==> config.mk <==
export PLATFORM = sky130hd
export DESIGN_NAME = circle_rasterizer
export DESIGN_NICKNAME = d
export VERILOG_FILES = /design/src/rtl/core/crast_pkg.sv /design/src/rtl/core/crast_front.sv /design/src/rtl/core/crast_queue.sv /design/src/rtl/core/crast_back.sv /design/src/rtl/core/circle_rasterizer.sv
export SDC_FILE = /design/constraint.sdc
export NUM_CORES = 1
export LEC_CHECK = 0
export BUFFER_PORTS_ARGS = -buffer_cell sky130_fd_sc_hd__buf_2
export CAP_MARGIN = 20
export CORE_MARGIN = 3
export CORE_UTILIZATION = 40
export CTS_CLUSTER_DIAMETER = 200
export DETAILED_ROUTE_END_ITERATION = 8
export GPL_ROUTABILITY_DRIVEN = 0
export PLACE_DENSITY_LB_ADDON = 0.08
export SLEW_MARGIN = 40
export SYNTH_ARGS = -nofsm -noshare
export SYNTH_HDL_FRONTEND = slang
export SYNTH_SLANG_ARGS = --single-unit
export TNS_END_PERCENT = 10
==> constraint.sdc <==
create_clock -name i_clk -period 6 [get_ports i_clk]
set_input_delay 1.2 -clock i_clk [delete_from_list [all_inputs] [get_ports i_clk]]
set_output_delay 1.2 -clock i_clk [all_outputs]
set_load 0.005 [all_outputs]
==> src/rtl/core/crast_pkg.sv <==
// ============================================================================
// Circle rasterizer package
// Shared constants and reset values for the circle rasterizer.
// ============================================================================
`default_nettype none

package crast_pkg;

    localparam int COORD_BITS_DEF = 10;
    localparam int COLOR_W        = 24;
    localparam int SCREEN_W       = 11;
    localparam int QUEUE_DEPTH    = 2;
    localparam int APB_DATA_W     = 32;
    localparam int APB_ADDR_W     = 4;

    localparam logic [COLOR_W-1:0]  COLOR_RESET  = 24'hFFFFFF;
    localparam logic [SCREEN_W-1:0] WIDTH_RESET  = 11'd600;
    localparam logic [SCREEN_W-1:0] HEIGHT_RESET = 11'd600;

    localparam int DEC_INIT  = 3;
    localparam int STEP_DIAG = 10;
    localparam int STEP_AXIS = 6;

    localparam logic CMD_START = 1'b0;
    localparam logic CMD_STEP  = 1'b1;

    localparam logic [1:0] REG_DRAW_COLOR    = 2'd0;
    localparam logic [1:0] REG_SCREEN_WIDTH  = 2'd1;
    localparam logic [1:0] REG_SCREEN_HEIGHT = 2'd2;

endpackage

`default_nettype wire

==> src/rtl/core/crast_front.sv <==
// ============================================================================
// Circle rasterizer front end
// Accepts commands, advances the midpoint state and queues one point per beat.
// ============================================================================
`default_nettype none

module crast_front #(
    parameter int COORD_BITS = crast_pkg::COORD_BITS_DEF
) (
    input  wire logic                    i_clk,
    input  wire logic                    i_rst_n,
    input  wire logic                    i_valid,
    output logic                         o_stall,
    input  wire logic                    i_command,
    input  wire logic [COORD_BITS-1:0]   i_center_x,
    input  wire logic [COORD_BITS-1:0]   i_center_y,
    input  wire logic [COORD_BITS-1:0]   i_radius,
    input  wire logic                    i_full,
    output logic                         o_push,
    output logic [4*COORD_BITS:0]        o_rec
);
    import crast_pkg::*;

    localparam int CW = COORD_BITS;
    localparam int DW = COORD_BITS + 4;
    localparam int EW = COORD_BITS + 2;

    logic [CW-1:0] r_x, r_y, r_cx, r_cy;
    logic [CW-1:0] n_x, n_y, n_cx, n_cy;
    logic [DW-1:0] r_d, n_d;
    logic          r_active, n_active;
    logic          accept, cur_pos, nxt_pos, is_final;
    logic [DW-1:0] dx, dy, dr;
    logic [EW-1:0] ex, ey;

    assign o_stall = i_full;
    assign accept  = i_valid && !i_full;
    assign dx      = DW'(r_x);
    assign dy      = DW'(r_y);
    assign dr      = DW'(i_radius);
    assign cur_pos = !r_d[DW-1] && (r_d != '0);

    always_comb begin
        n_x  = r_x;
        n_y  = r_y;
        n_d  = r_d;
        n_cx = r_cx;
        n_cy = r_cy;
        if (i_command == CMD_START) begin
            n_cx = i_center_x;
            n_cy = i_center_y;
            n_x  = '0;
            n_y  = i_radius;
            n_d  = DW'(DEC_INIT) - (dr << 1);
        end else if (cur_pos) begin
            n_d = r_d + ((dx - dy) << 2) + DW'(STEP_DIAG);
            n_y = r_y - 1'b1;
            n_x = r_x + 1'b1;
        end else begin
            n_d = r_d + (dx << 2) + DW'(STEP_AXIS);
            n_x = r_x + 1'b1;
        end
        nxt_pos  = !n_d[DW-1] && (n_d != '0);
        ex       = EW'(n_x) + EW'(1);
        ey       = EW'(n_y) - EW'(nxt_pos);
        is_final = $signed(ex) > $signed(ey);
        n_active = !is_final;
    end

    assign o_push = accept && ((i_command == CMD_START) || r_active);
    assign o_rec  = {n_cx, n_cy, n_x, n_y, is_final};

    always_ff @(posedge i_clk) begin
        if (!i_rst_n) begin
            r_x      <= '0;
            r_y      <= '0;
            r_d      <= '0;
            r_cx     <= '0;
            r_cy     <= '0;
            r_active <= 1'b0;
        end else if (o_push) begin
            r_x      <= n_x;
            r_y      <= n_y;
            r_d      <= n_d;
            r_cx     <= n_cx;
            r_cy     <= n_cy;
            r_active <= n_active;
        end
    end

endmodule

`default_nettype wire

==> src/rtl/core/crast_queue.sv <==
// ============================================================================
// Circle rasterizer point queue
// Short first-in first-out buffer of point records between front and back.
// ============================================================================
`default_nettype none

module crast_queue #(
    parameter int WIDTH = 41,
    parameter int DEPTH = crast_pkg::QUEUE_DEPTH
) (
    input  wire logic             i_clk,
    input  wire logic             i_rst_n,
    input  wire logic             i_push,
    input  wire logic [WIDTH-1:0] i_data,
    input  wire logic             i_pop,
    output logic                  o_full,
    output logic                  o_empty,
    output logic [WIDTH-1:0]      o_data
);
    localparam int AW = (DEPTH > 1) ? $clog2(DEPTH) : 1;
    localparam int NW = $clog2(DEPTH + 1);

    logic [WIDTH-1:0] r_mem [DEPTH];
    logic [AW-1:0]    r_wr, r_rd;
    logic [NW-1:0]    r_count;

    assign o_full  = (r_count == NW'(DEPTH));
    assign o_empty = (r_count == '0);
    assign o_data  = r_mem[r_rd];

    always_ff @(posedge i_clk) begin
        if (i_push) begin
            r_mem[r_wr] <= i_data;
        end
    end

    always_ff @(posedge i_clk) begin
        if (!i_rst_n) begin
            r_wr    <= '0;
            r_rd    <= '0;
            r_count <= '0;
        end else begin
            if (i_push) begin
                r_wr <= (r_wr == AW'(DEPTH - 1)) ? '0 : r_wr + 1'b1;
            end
            if (i_pop) begin
                r_rd <= (r_rd == AW'(DEPTH - 1)) ? '0 : r_rd + 1'b1;
            end
            if (i_push && !i_pop) begin
                r_count <= r_count + 1'b1;
            end else if (i_pop && !i_push) begin
                r_count <= r_count - 1'b1;
            end
        end
    end

endmodule

`default_nettype wire

==> src/rtl/core/crast_back.sv <==
// ============================================================================
// Circle rasterizer back end
// Expands each queued point into eight mirrored pixel beats, one per cycle while not stalled.
// ============================================================================
`default_nettype none

module crast_back #(
    parameter int COORD_BITS = crast_pkg::COORD_BITS_DEF
) (
    input  wire logic                            i_clk,
    input  wire logic                            i_rst_n,
    input  wire logic                            i_empty,
    input  wire logic [4*COORD_BITS:0]           i_rec,
    output logic                                 o_pop,
    input  wire logic [crast_pkg::COLOR_W-1:0]   i_color,
    input  wire logic [crast_pkg::SCREEN_W-1:0]  i_width,
    input  wire logic [crast_pkg::SCREEN_W-1:0]  i_height,
    output logic                                 o_valid,
    input  wire logic                            i_stall,
    output logic signed [COORD_BITS+1:0]         o_pixel_x,
    output logic signed [COORD_BITS+1:0]         o_pixel_y,
    output logic [crast_pkg::COLOR_W-1:0]        o_pixel_color,
    output logic                                 o_on_screen,
    output logic                                 o_last_of_run,
    output logic                                 o_circle_done
);
    import crast_pkg::*;

    localparam int CW = COORD_BITS;
    localparam int PW = COORD_BITS + 2;
    localparam int MW = (PW > SCREEN_W) ? PW : SCREEN_W;

    logic [CW-1:0]      cx, cy, ox, oy, off_a, off_b;
    logic               rec_final, load, last, visible;
    logic [2:0]         r_k;
    logic [PW-1:0]      px, py;
    logic               r_valid;
    logic [PW-1:0]      r_px, r_py;
    logic [COLOR_W-1:0] r_color;
    logic               r_on, r_last, r_done;

    assign {cx, cy, ox, oy, rec_final} = i_rec;

    assign load  = !i_empty && (!r_valid || !i_stall);
    assign last  = (r_k == 3'd7);
    assign o_pop = load && last;

    always_comb begin
        off_a   = r_k[2] ? oy : ox;
        off_b   = r_k[2] ? ox : oy;
        px      = r_k[0] ? PW'(cx) - PW'(off_a) : PW'(cx) + PW'(off_a);
        py      = r_k[1] ? PW'(cy) - PW'(off_b) : PW'(cy) + PW'(off_b);
        visible = !px[PW-1] && !py[PW-1] &&
                  (MW'(px) < MW'(i_width)) && (MW'(py) < MW'(i_height));
    end

    always_ff @(posedge i_clk) begin
        if (!i_rst_n) begin
            r_valid <= 1'b0;
            r_k     <= '0;
        end else begin
            if (load) begin
                r_valid <= 1'b1;
                r_k     <= r_k + 1'b1;
            end else if (!i_stall) begin
                r_valid <= 1'b0;
            end
        end
    end

    always_ff @(posedge i_clk) begin
        if (load) begin
            r_px    <= px;
            r_py    <= py;
            r_color <= i_color;
            r_on    <= visible;
            r_last  <= last;
            r_done  <= last && rec_final;
        end
    end

    assign o_valid       = r_valid;
    assign o_pixel_x     = r_px;
    assign o_pixel_y     = r_py;
    assign o_pixel_color = r_color;
    assign o_on_screen   = r_on;
    assign o_last_of_run = r_last;
    assign o_circle_done = r_done;

endmodule

`default_nettype wire

==> src/rtl/core/circle_rasterizer.sv <==
// ============================================================================
// Circle rasterizer
// Midpoint circle generator with eight-way mirroring and an APB register port.
// ============================================================================
// A start command, or a step command while a circle is being drawn, produces
// eight pixel beats, one per clock cycle while the output is not stalled, so
// the rate of such commands that the block sustains is set by the single
// pixel output port of the back end. Commands are taken while the two-entry
// point queue has room, and a step command while idle produces no beat. The
// last beat of each point has the run flag set, and the last beat of the
// final point also has the circle-done flag set.
`default_nettype none

module circle_rasterizer #(
    parameter int COORD_BITS = crast_pkg::COORD_BITS_DEF
) (
    input  wire logic                                i_clk,
    input  wire logic                                i_rst_n,
    input  wire logic                                psel,
    input  wire logic                                penable,
    input  wire logic                                pwrite,
    input  wire logic [crast_pkg::APB_ADDR_W-1:0]    paddr,
    input  wire logic [crast_pkg::APB_DATA_W-1:0]    pwdata,
    output logic [crast_pkg::APB_DATA_W-1:0]         prdata,
    output logic                                     pready,
    input  wire logic                                i_in_valid,
    output logic                                     o_in_stall,
    input  wire logic                                i_command,
    input  wire logic [COORD_BITS-1:0]               i_center_x,
    input  wire logic [COORD_BITS-1:0]               i_center_y,
    input  wire logic [COORD_BITS-1:0]               i_radius,
    output logic                                     o_out_valid,
    input  wire logic                                i_out_stall,
    output logic signed [COORD_BITS+1:0]             o_pixel_x,
    output logic signed [COORD_BITS+1:0]             o_pixel_y,
    output logic [crast_pkg::COLOR_W-1:0]            o_pixel_color,
    output logic                                     o_on_screen,
    output logic                                     o_last_of_run,
    output logic                                     o_circle_done
);
    import crast_pkg::*;

    localparam int RW = 4 * COORD_BITS + 1;

    logic [COLOR_W-1:0]  r_color;
    logic [SCREEN_W-1:0] r_width, r_height;
    logic [1:0]          reg_idx;
    logic                wr_en;
    logic                push, pop, full, empty;
    logic [RW-1:0]       rec_in, rec_out;

    assign pready  = 1'b1;
    assign reg_idx = paddr[3:2];
    assign wr_en   = psel && penable && pwrite && pready;

    always_ff @(posedge i_clk) begin
        if (!i_rst_n) begin
            r_color  <= COLOR_RESET;
            r_width  <= WIDTH_RESET;
            r_height <= HEIGHT_RESET;
        end else if (wr_en) begin
            case (reg_idx)
                REG_DRAW_COLOR:    r_color  <= pwdata[COLOR_W-1:0];
                REG_SCREEN_WIDTH:  r_width  <= pwdata[SCREEN_W-1:0];
                REG_SCREEN_HEIGHT: r_height <= pwdata[SCREEN_W-1:0];
                default: begin
                end
            endcase
        end
    end

    always_comb begin
        case (reg_idx)
            REG_DRAW_COLOR:    prdata = APB_DATA_W'(r_color);
            REG_SCREEN_WIDTH:  prdata = APB_DATA_W'(r_width);
            REG_SCREEN_HEIGHT: prdata = APB_DATA_W'(r_height);
            default:           prdata = '0;
        endcase
    end

    crast_front #(
        .COORD_BITS (COORD_BITS)
    ) u_front (
        .i_clk      (i_clk),
        .i_rst_n    (i_rst_n),
        .i_valid    (i_in_valid),
        .o_stall    (o_in_stall),
        .i_command  (i_command),
        .i_center_x (i_center_x),
        .i_center_y (i_center_y),
        .i_radius   (i_radius),
        .i_full     (full),
        .o_push     (push),
        .o_rec      (rec_in)
    );

    crast_queue #(
        .WIDTH (RW),
        .DEPTH (QUEUE_DEPTH)
    ) u_queue (
        .i_clk   (i_clk),
        .i_rst_n (i_rst_n),
        .i_push  (push),
        .i_data  (rec_in),
        .i_pop   (pop),
        .o_full  (full),
        .o_empty (empty),
        .o_data  (rec_out)
    );

    crast_back #(
        .COORD_BITS (COORD_BITS)
    ) u_back (
        .i_clk         (i_clk),
        .i_rst_n       (i_rst_n),
        .i_empty       (empty),
        .i_rec         (rec_out),
        .o_pop         (pop),
        .i_color       (r_color),
        .i_width       (r_width),
        .i_height      (r_height),
        .o_valid       (o_out_valid),
        .i_stall       (i_out_stall),
        .o_pixel_x     (o_pixel_x),
        .o_pixel_y     (o_pixel_y),
        .o_pixel_color (o_pixel_color),
        .o_on_screen   (o_on_screen),
        .o_last_of_run (o_last_of_run),
        .o_circle_done (o_circle_done)
    );

endmodule

`default_nettype wire

Word level (Yosys, flattened, before mapping). Memories as Yosys holds them, arrays and structs flattened. A register that Yosys moved wholly into a read port is not among the register bits. Index checks and enable logic that the tools add are counted.

Magnitude comparators: 3. Add/subtract/negate cells: 19. Muxes and demuxes: 22. Reduce and logical (&&, ||, !) cells: 35. Bitwise logic cells: 1. Equality and inequality tests: 5.

Operator list (count): $pmux 24 s3 (1); $mux 10 (7); $sub 10x10->11 (3); $mux 14 (2); $reduce_bool 14->1 (2); $lt 12x11->1 (2); $mux 12 (2); $add 10x10->11 (2); $add 14x12->14 (1); $add 14x14->14 (1); $add 14x3->14 const B (1); $add 14x4->14 const B (1); $logic_and 1x1->1 (14); $gt 12x12->1 (1); $sub 2x11->12 const A (1); $add 10x1->11 const B (1); $logic_not 1->1 (11); $sub 10x1->11 (1); $add 10x1->10 const B (1); $sub 10x1->10 const B (1); $mux 1 (8); $reduce_and 2->1 (3); $eq 2x2->1 const B (2); $logic_not 2->1 (2); other kinds (11) (14).

Flip-flop bits (word level): 160. Memory bits (writable): 82. Memories kept: 1. Output and inout bits: 86.

Memory list: u_queue.r_mem (depth 2, width 41, read ports 1, clocked after memory_dff 1, wr ports 1, RTL line crast_queue.sv:23) `logic [WIDTH-1:0] r_mem [DEPTH];`.

Longest topological paths before layout. Gate-level depths: netlist of run 1.

Depth in word-level cells: 10. Mapped depth: 34.

By module. From an unflattened synthesis of run 1, not the netlist that was laid out.

Cells, all modules: 1523. Area, all modules: 15150.8 sq um.

Modules (own cells, without submodules): crast_front (area an instance 5447.7 sq um, instances 1, cells an instance 707); crast_back (area an instance 4224.1 sq um, instances 1, cells an instance 411); crast_queue (area an instance 3168.0 sq um, instances 1, cells an instance 150); circle_rasterizer (area an instance 2311.0 sq um, instances 1, cells an instance 255).

Worst setup path after synthesis of run 1. No wires, ideal clock.

Path kind: register -> register. From: reg u_front.r_y[3]. To: mem u_queue.r_mem[0][0] (data pin). Stages on the path, launching flop included: 31. Library setup time: 0.259 ns. Buffers on the path: 1. Path slack: -0.052 ns. Arrival: 5.793 ns. Cell sequence: dfxtp_1 > clkbuf_1 > inv_1 > ha_1 > a21boi_1 > o21ai_0 > nand2_1 > nor2_1 > nor2_1 > ha_1 > ha_1 > o21a_1 > o31a_1 > a2111oi_0 > nor2_1 > a31oi_1 > xor2_1 > a311o_1 > a31oi_1 > ha_1 > ha_1 > nand2_1 > nor3_1 > xnor2_1 > ha_1 > a21o_1 > a21o_1 > a21o_1 > a221oi_1 > o32ai_2 > a31o_4.

Cells in the longest elaborated chain, start to end: 9. Elaborated cells on any way between the ends: 13.

RTL lines: start, declared (RTL line crast_front.sv:28) `logic [CW-1:0] r_x, r_y, r_cx, r_cy;`; start signal, assigned (RTL line crast_front.sv:83) `r_y <= n_y;`; $sub 10x10->11 (RTL line crast_front.sv:56) `n_d = r_d + ((dx - dy) << 2) + DW'(STEP_DIAG);`; $add 14x14->14 (RTL line crast_front.sv:56); $add 14x4->14 (RTL line crast_front.sv:56); $mux 14 (RTL line crast_front.sv:55) `end else if (cur_pos) begin`; $mux 14 (RTL line crast_front.sv:49) `if (i_command == CMD_START) begin`; $reduce_bool 14->1 or $logic_not 1->1 (tied branches) (RTL line crast_front.sv:63) `nxt_pos = !n_d[DW-1] && (n_d != '0);`; $logic_and 1x1->1 (RTL line crast_front.sv:63); $sub 10x1->11 * (RTL line crast_front.sv:65) `ey = EW'(n_y) - EW'(nxt_pos);`; $gt 12x12->1 * (RTL line crast_front.sv:66) `is_final = $signed(ex) > $signed(ey);`; via rec_in[0] (RTL line circle_rasterizer.sv:50) `logic [RW-1:0] rec_in, rec_out;`; end, declared (RTL line crast_queue.sv:23).

Mark *: on every way through the listed nets, which the timed path passes. The rest lies on a longest branch.

Final worst setup path of run 1.
From: reg u_front.r_x[0]. To: mem u_queue.r_mem[0][0] (data pin).

Cells in the longest elaborated chain, start to end: 9. Elaborated cells on any way between the ends: 15.

RTL lines: start, declared (RTL line crast_front.sv:28); start signal, assigned (RTL line crast_front.sv:82) `r_x <= n_x;`; $sub 10x10->11 (RTL line crast_front.sv:56); $add 14x14->14 (RTL line crast_front.sv:56); $add 14x4->14 (RTL line crast_front.sv:56); $mux 14 (RTL line crast_front.sv:55); $mux 14 (RTL line crast_front.sv:49); $reduce_bool 14->1 or $logic_not 1->1 (tied branches) (RTL line crast_front.sv:63); $logic_and 1x1->1 (RTL line crast_front.sv:63); $sub 10x1->11 (RTL line crast_front.sv:65); $gt 12x12->1 * (RTL line crast_front.sv:66); via rec_in[0] (RTL line circle_rasterizer.sv:50).

Marks and branches as above.

==> reports/qor.csv, run 1 <==
stage,metric,value,unit
sta,setup ws final,-0.0246,ns
sta,Slew headroom,0.448,
setup_path,cell repeated most along the worst path,a21o_1,
floorplanning,Initial Util,0.409,
grt,total track usage,0.195,
grt,global route overflow,0,
clock_tree,CTS tree,done,
yosys,Ys Warns,0,
clock_tree,CTS Buffer Depth,3,
power_and_ir_drop,Sw Pwr,1.60,mW
power_and_ir_drop,Int Pwr,3.60,mW
sta,Final min period,6.02,ns
power_and_ir_drop,Comb power frac,0.298,
yosys,number of synthesized flops with an enable pin,133,
sta,unrepaired setup endpoints after global routing,true,
setup_path,FF-to-FF setup slack,-0.02,ns
sta,"Hold Violations, Final",0,
setup_path,CP max stage cell,a311o_1,
power_and_ir_drop,clock share of power,0.320,
sta,Slew @ Worst Pin,0.825,ns
grt,largest net degree at the start of global routing,67,
status,failing checks,setup timing,
grt,first-pass GRT wire length,60.5,mm
yosys,syn_area_per_cell,9.68,um2
clock_tree,"CTS clk-pin slew, worst paths",0.06,ns
power_and_ir_drop,leakage,7.49,nW
floorplanning,Die Ht,198,um
setup_path,Worst Setup End Kind,flop,
routing,detailed-router iteration count before antenna repair,5,
run,number of max-cap violations,0,
routing,routed vias,11400,
sta,Setup-failing EPs final,2,
yosys,Synth async-reset ratio,0,
floorplanning,die area,0.0391,mm2
power_and_ir_drop,"Power, Total",5.20,mW
finish,area of the multi-input gates,0.00810,mm2
placement,HPWL Detailed,29.3,mm
floorplanning,Top Ports,160,
finish,Reg area,0.00620,mm2
power_and_ir_drop,Sequential Power Share,0.382,
finish,layout cell share with drive strength beyond 1,0.237,
finish,Layout area overhead,20.1,%
yosys,synthesized area,0.0147,mm2
routing,DR DRC count,0,
floorplanning,die width,198,um
finish,Antenna diodes,0,
sta,clock skew,0.0174,ns
clock_tree,Root Driver,clkbuf_16,
yosys,Yosys cell types,76,
grt,initial antenna violation count,0,
status,status,"complete, but fails checks",
grt,vias in the first global route,11100,
setup_path,maximum fanout along the worst path,3,
sta,Fin Setup TNS,-0.0491,ns
placement,port buffer count,140,
setup_path,WS Path Type,reg -> reg,
routing,Routed WL per cell,17.6,um
power_and_ir_drop,Max VDD drop,0.000165,V
clock_tree,total clock sinks,243,
finish,Finished Cell Area,0.0176,mm2
sta,Tcrit/Tclk final,1.00,
clock_tree,CTS buffer count,28,
yosys,ys flop type,edfxtp_1,
clock_tree,worst skew pair latency,0.55,ns
placement,DP Area,0.0164,mm2
setup_path,CP startpoint kind,flop,
routing,drt total wl,38.8,mm
setup_path,CP Data Arrival Time,6.32,ns
min_path,Hold Path Class,reg -> reg,
finish,Util after Layout,0.491,
routing,DRT antenna net count,0,
power_and_ir_drop,Net Sw Frac,0.307,
yosys,Syn Inst Count,1518,
clock_tree,CTS Hold Bufs,0,
routing,drt initial violations,435,
routing,routed vias/inst,5.15,
power_and_ir_drop,power per cell area,294,mW/mm2
floorplanning,core footprint,0.0359,mm2
sta,Max Fclk,166,MHz
setup_path,Critical Path RT,6.29,ns
clock_tree,CTS H-tree lvls,1,
finish,number of nets in the layout,1935,
setup_path,peak per-stage delay on the critical path,0.41,ns
yosys,sequential share of the synthesized area,0.422,
finish,Filler Cell Count,3388,
floorplanning,Row Count,69,
yosys,"flops & latches, synth",243,
sta,final slew viol count,0,
placement,pre-CTS setup slack,-0.742,ns
-- flip-flops by register name, summed over array words and instances, names as in the netlist, 11 cells and up, named ones only --
signal                cells
u_back.o_pixel_color     24
r_height                 11
u_front.r_d              14
r_width                  11
u_queue.r_mem            82
r_color                  24
u_back.o_pixel_y         12
u_back.o_pixel_x         12
-- cells in the mapped netlist (5+ instances only) --
master,instances,share of area
a211oi_1,10,0.0051
a21boi_0,46,0.024
a21o_1,19,0.0097
a21oi_1,41,0.014
a31o_2,5,0.0030
a31oi_1,10,0.0043
and2_1,32,0.014
and3_1,10,0.0043
buf_1,6,0.0015
buf_2,7,0.0024
buf_4,9,0.0046
clkbuf_1,47,0.012
dfxtp_1,110,0.15
edfxtp_1,133,0.27
fa_1,7,0.0095
ha_1,132,0.11
inv_1,110,0.028
mux2_2,48,0.037
mux2i_1,39,0.027
nand2_1,222,0.057
nand2b_1,15,0.0064
nand3_1,48,0.016
nand3b_1,5,0.0026
nand4_1,6,0.0026
nor2_1,60,0.015
nor2b_1,26,0.011
nor3_1,28,0.0095
nor4_1,12,0.0051
o211a_1,5,0.0034
o211ai_1,13,0.0066
o21a_1,14,0.0072
o21ai_0,74,0.025
o21bai_1,7,0.0036
o31ai_1,8,0.0041
or2_2,11,0.0047
or3_1,10,0.0043
xnor2_1,48,0.029
xor2_1,20,0.012
-- cell type report --
cell class                 count  share of cell area
timing repair buffer         236              0.0821
tap                          461              0.0327
clock buffer                  42              0.0444
inverter                     112              0.0238
sequential                   243               0.352
multi-input combinational   1101               0.459
clock inverter                 9             0.00645
-- cell usage in the layout, fill, tap and decap left out, types with 11 or more instances in the layout --
master     Yosys  routed
nand2_1      222     221
buf_2          7     139
edfxtp_1     133     133
ha_1         132     124
inv_1        110     108
dfxtp_1      110     105
buf_4          9      94
o21ai_0       74      71
nor2_1        60      53
mux2_2        48      48
nand3_1       48      47
xnor2_1       48      47
a21boi_0      46      46
a21oi_1       41      39
mux2i_1       39      39
and2_1        32      31
clkbuf_16      0      28
nor3_1        28      24
nor2b_1       26      23
xor2_1        20      20
a21o_1        19      19
nand2b_1      15      15
o21a_1        14      14
o211ai_1      13      13
nor4_1        12      11
or2_2         11      11
clkbuf_1      47      11
-- timing repair --
item	CTS	global route
resized for setup	48	11
setup buffers	6	2
pin swaps	35	20
cloned	0	0
setup endpoints to repair	3	3
-- cells by family after synthesis --
logic type	after synthesis	share of synthesized area
simple gates	497	0.160
compound gates	298	0.138
flops	243	0.422
buf+inv	181	0.0492
fa+ha+maj	139	0.122
mux	90	0.0680
xor+xnor	68	0.0405
other cells	2	0.000511
-- worst paths after layout --
| check | from | endpoint | cells past startpoint |
|---|---|---|---|
| worst max-delay path | u_front.r_x[0]$_SDFFE_PN0P_ | u_queue.r_mem[0][0]$_DFFE_PP_ | 31 |
| worst min-delay path | r_color[22]$_SDFFE_PN1P_ | u_back.o_pixel_color[22]$_DFFE_PP_ | 0 |
| worst max register to register | u_front.r_x[0]$_SDFFE_PN0P_ | u_queue.r_mem[0][0]$_DFFE_PP_ | 31 |
| worst min register to register | r_color[22]$_SDFFE_PN1P_ | u_back.o_pixel_color[22]$_DFFE_PP_ | 0 |
-- per-stage QoR --
stage	instances	hold WS, ns
floorplan	1525	0.422
global placement	2146	0.432
detailed placement	2147	0.434
CTS	2202	0.448
global route	2204	0.464
finish	2204	0.449
-- power by group through the flow --
stage | registers, mW | clock network, mW | logic, mW
after floorplan | 2.00 | 0 | 0.934
after global placement | 2.02 | 0 | 1.44
after detailed placement | 2.02 | 0 | 1.46
after CTS | 1.99 | 1.71 | 1.55
after global routing | 2.00 | 1.78 | 1.73
final | 1.99 | 1.66 | 1.55
-- worst max-delay path, delay by kind of cell (launching register included) --
family | cells | cell delay, ns
simple gates | 6 | 0.61
buf+inv | 2 | 0.12
fa+ha+maj | 6 | 1.43
flops | 1 | 0.32
xor+xnor | 3 | 0.35
compound gates | 14 | 2.95
-- routing by layer --
metal / track usage / part of all wire
met5: 0 / 0
met2: 0.354 / 0.50
met3: 0.0278 / 0.045
met4: 0.0430 / 0.018
met1: 0.247 / 0.44
No activity file was read; power rests on OpenSTA's default activity.
==> run 2, diff against run 1 <==
--- a/config.mk
+++ b/config.mk
@@ -8,13 +8,15 @@
 export BUFFER_PORTS_ARGS = -buffer_cell sky130_fd_sc_hd__buf_2
 export CAP_MARGIN = 20
 export CORE_MARGIN = 3
-export CORE_UTILIZATION = 40
+export CORE_UTILIZATION = 36
 export CTS_CLUSTER_DIAMETER = 200
 export DETAILED_ROUTE_END_ITERATION = 8
 export GPL_ROUTABILITY_DRIVEN = 0
 export PLACE_DENSITY_LB_ADDON = 0.08
+export REMOVE_ABC_BUFFERS = 1
 export SLEW_MARGIN = 40
 export SYNTH_ARGS = -nofsm -noshare
 export SYNTH_HDL_FRONTEND = slang
+export SYNTH_HIERARCHICAL = 1
 export SYNTH_SLANG_ARGS = --single-unit
 export TNS_END_PERCENT = 10
==> run 2 against run 1 <==
- the flow now finishes without violations
- total power grew 3.9%
- area after synthesis is 3.2% higher
- sequential power is essentially flat
- fmax rose by 1.9%
- hold slack worse by 0.026 ns
- clock skew shrank 0.0019 ns
- non-clock buffer count rose by 5
- flip-flop and latch count is the same
- final area increased by 3.6%
- sequential share of layout area down 1.2 points
- setup slack better by 0.11 ns
- combinational power rose by 5%
- critical path type unchanged
- critical endpoint is now u_queue/r_mem[0][0]$_DFFE_PP_
- highest routed layer unchanged
==> reports/qor.csv, run 2 <==
stage,metric,value,unit
grt,largest net degree at the start of global routing,69,
yosys,simple-gate portion of the synthesized area,0.154,
power_and_ir_drop,Sequential Power Share,0.368,
min_path,Hold Path Class,reg -> reg,
setup_path,maximum fanout along the worst path,3,
sta,Max Fclk,169,MHz
power_and_ir_drop,Net Sw Frac,0.313,
floorplanning,Die Ht,211,um
clock_tree,CTS buffer count,30,
sta,Slew @ Worst Pin,0.794,ns
setup_path,peak per-stage delay on the critical path,0.37,ns
routing,detailed-router iteration count before antenna repair,5,
placement,# placed instances,2215,
yosys,post-synth top area cell,edfxtp_1,
finish,Reg area,0.00620,mm2
yosys,post-synthesis mux area share,0.0913,
yosys,Synth Area in Adders,0.121,
sta,Tcrit/Tclk final,0.986,
finish,"commonest non-fill, non-tap cell in the layout",nand2_1,
sta,setup ws final,0.0865,ns
sta,Fin Setup TNS,0,ns
routing,drt initial violations,684,
placement,pre-CTS setup slack,-0.617,ns
finish,area of the multi-input gates,0.00851,mm2
floorplanning,Initial Util,0.368,
yosys,synth top area cells,"edfxtp_1 26%, dfxtp_1 15%, ha_1 11%",
grt,first-pass GRT wire length,65.7,mm
routing,DRT antenna net count,0,
yosys,Yosys cell types,87,
placement,port buffer count,140,
yosys,Synth async-reset ratio,0,
floorplanning,die width,211,um
setup_path,cell repeated most along the worst path,ha_4,
grt,initial antenna violation count,1,
setup_path,CP Data Arrival Time,6.22,ns
yosys,syn_area_per_cell,9.95,um2
routing,routed vias/inst,5.09,
sta,unrepaired setup endpoints after global routing,true,
floorplanning,Row Count,74,
routing,drt total wl,42.1,mm
finish,layout cell share with drive strength beyond 1,0.243,
finish,most frequent cells in the layout,"158 x nand2_1, 139 x buf_2, 133 x edfxtp_1",
yosys,most frequent cell after synthesis,nand2_1,
yosys,Commonest cells post-synth,"160 x nand2_1, 135 x ha_1, 133 x edfxtp_1",
power_and_ir_drop,power per cell area,295,mW/mm2
clock_tree,CTS H-tree lvls,1,
setup_path,Worst Setup End Kind,flop,
clock_tree,Root Driver,clkbuf_16,
clock_tree,"CTS clk-pin slew, worst paths",0.06,ns
finish,Filler Cell Count,3978,
finish,Layout area overhead,20.6,%
power_and_ir_drop,clock share of power,0.330,
sta,Setup-failing EPs final,0,
sta,clock skew,0.0156,ns
sta,Slew headroom,0.470,
placement,DP Area,0.0169,mm2
yosys,number of synthesized flops with an enable pin,133,
yosys,post-synthesis compound-gate area fraction,0.125,
floorplanning,Top Ports,160,
yosys,Syn Inst Count,1523,
yosys,top cell type's share of synthesized area,0.264,
power_and_ir_drop,Max VDD drop,0.000281,V
yosys,XOR/XNOR Fraction of Synth Area,0.0457,
placement,HPWL Detailed,30.9,mm
clock_tree,CTS Buffer Depth,3,
yosys,sequential share of the synthesized area,0.409,
grt,vias in the first global route,11600,
setup_path,CP max stage cell,fa_2,
yosys,largest family of logic cells by synthesized area,simple AND/OR/NAND/NOR gates,
routing,DR DRC count,0,
finish,Largest Register,u_queue/r_mem,
power_and_ir_drop,leakage,7.61,nW
run,number of max-cap violations,0,
finish,number of nets in the layout,1946,
yosys,Ys Warns,6,
routing,routed vias,11600,
clock_tree,total clock sinks,243,
clock_tree,CTS tree,done,
status,status,"complete, no violations",
grt,total track usage,0.186,
clock_tree,worst skew pair latency,0.57,ns
finish,max reg flops,82,
power_and_ir_drop,Comb power frac,0.302,
setup_path,CP startpoint kind,flop,
sta,"Hold Violations, Final",0,
grt,global route overflow,0,
sta,final slew viol count,0,
floorplanning,core footprint,0.0412,mm2
setup_path,WS Path Type,reg -> reg,
floorplanning,die area,0.0446,mm2
setup_path,Critical Path RT,6.31,ns
yosys,"flops & latches, synth",243,
finish,Finished Cell Area,0.0183,mm2
power_and_ir_drop,Sw Pwr,1.69,mW
routing,Routed WL per cell,18.4,um
yosys,synthesized area,0.0152,mm2
sta,Final min period,5.91,ns
finish,Post-Layout Cell Count,2287,
power_and_ir_drop,Int Pwr,3.71,mW
yosys,ys flop type,edfxtp_1,
-- run 2: critical path: cells and delay by family, from the launching register on --
family                   cells  cell delay, ns
AND/OR/NAND/NOR              9            1.17
XOR/XNOR                     2            0.27
buffers and inverters        5            0.48
adder cells (fa/ha/maj)      7            1.77
flip-flops                   1            0.32
multiplexers                 1            0.28
AO/OA/AOI/OAI                8            1.36
-- run 2: cell type report --
| class | count | area share |
|---|---|---|
| flip-flops and latches | 243 | 0.339 |
| clock buffers | 36 | 0.0423 |
| well taps | 532 | 0.0364 |
| diodes | 1 | 0.000137 |
| repair buffers | 241 | 0.0802 |
| clock inverters | 20 | 0.0110 |
| multi-input cells | 1093 | 0.466 |
| inverters | 121 | 0.0249 |
-- run 2: path summary, 6_finish.rpt --
check	start	to	slack (ns)	cells after the start
max	u_front/r_x[0]$_SDFFE_PN0P_	u_queue/r_mem[0][0]$_DFFE_PP_	0.09	32
max reg2reg	u_front/r_x[0]$_SDFFE_PN0P_	u_queue/r_mem[0][0]$_DFFE_PP_	0.09	32
min	r_color[12]$_SDFFE_PN1P_	u_back/o_pixel_color[12]$_DFFE_PP_	0.42	0
min reg2reg	r_color[12]$_SDFFE_PN1P_	u_back/o_pixel_color[12]$_DFFE_PP_	0.42	0
-- run 2: per-stage QoR --
step | utilization | hold WS [ns] | power (mW)
after global routing | 0.444 | 0.439 | 5.72
final | 0.444 | 0.423 | 5.40
after detailed placement | 0.409 | 0.413 | 3.50
after global placement | 0.409 | 0.410 | 3.49
after floorplan | - | 0.408 | 2.93
after CTS | 0.440 | 0.425 | 5.43
-- run 2: cell families (layout without fill, tap and decap cells) --
kind of cell,after synthesis,after routing
flip-flops,243,243
buffers and inverters,194,418
multiplexers,130,130
AO/OA/AOI/OAI,281,281
XOR/XNOR,79,79
adder cells (fa/ha/maj),142,142
other,2,10
AND/OR/NAND/NOR,452,452
-- run 2: repair_timing --
action | in CTS | in global routing
gates resized for setup | 45 | 18
hold buffers | 0 | 0
endpoints found under the hold margin | 0 | 0
buffers inserted | 11 | 5
setup endpoints to repair | 3 | 3
pin swaps | 38 | 20
-- run 2: per-layer routing --
metal  vias to the layer above  part of all wire  GRT usage
met2                       191              0.47      0.318
met3                        47             0.031     0.0235
met4                         0             0.027     0.0510
met1                      5570              0.47      0.248
li1                       5835                 -          -
met5                         -                 0          0
-- run 2: power groups by stage --
stage	logic, mW	registers [mW]	clock network, mW
5_1_grt	1.82	2.00	1.91
2_1_floorplan	0.922	2.01	0
3_5_place_dp	1.48	2.02	0
4_1_cts	1.60	1.99	1.84
6_report	1.63	1.99	1.78
3_3_place_gp	1.47	2.02	0
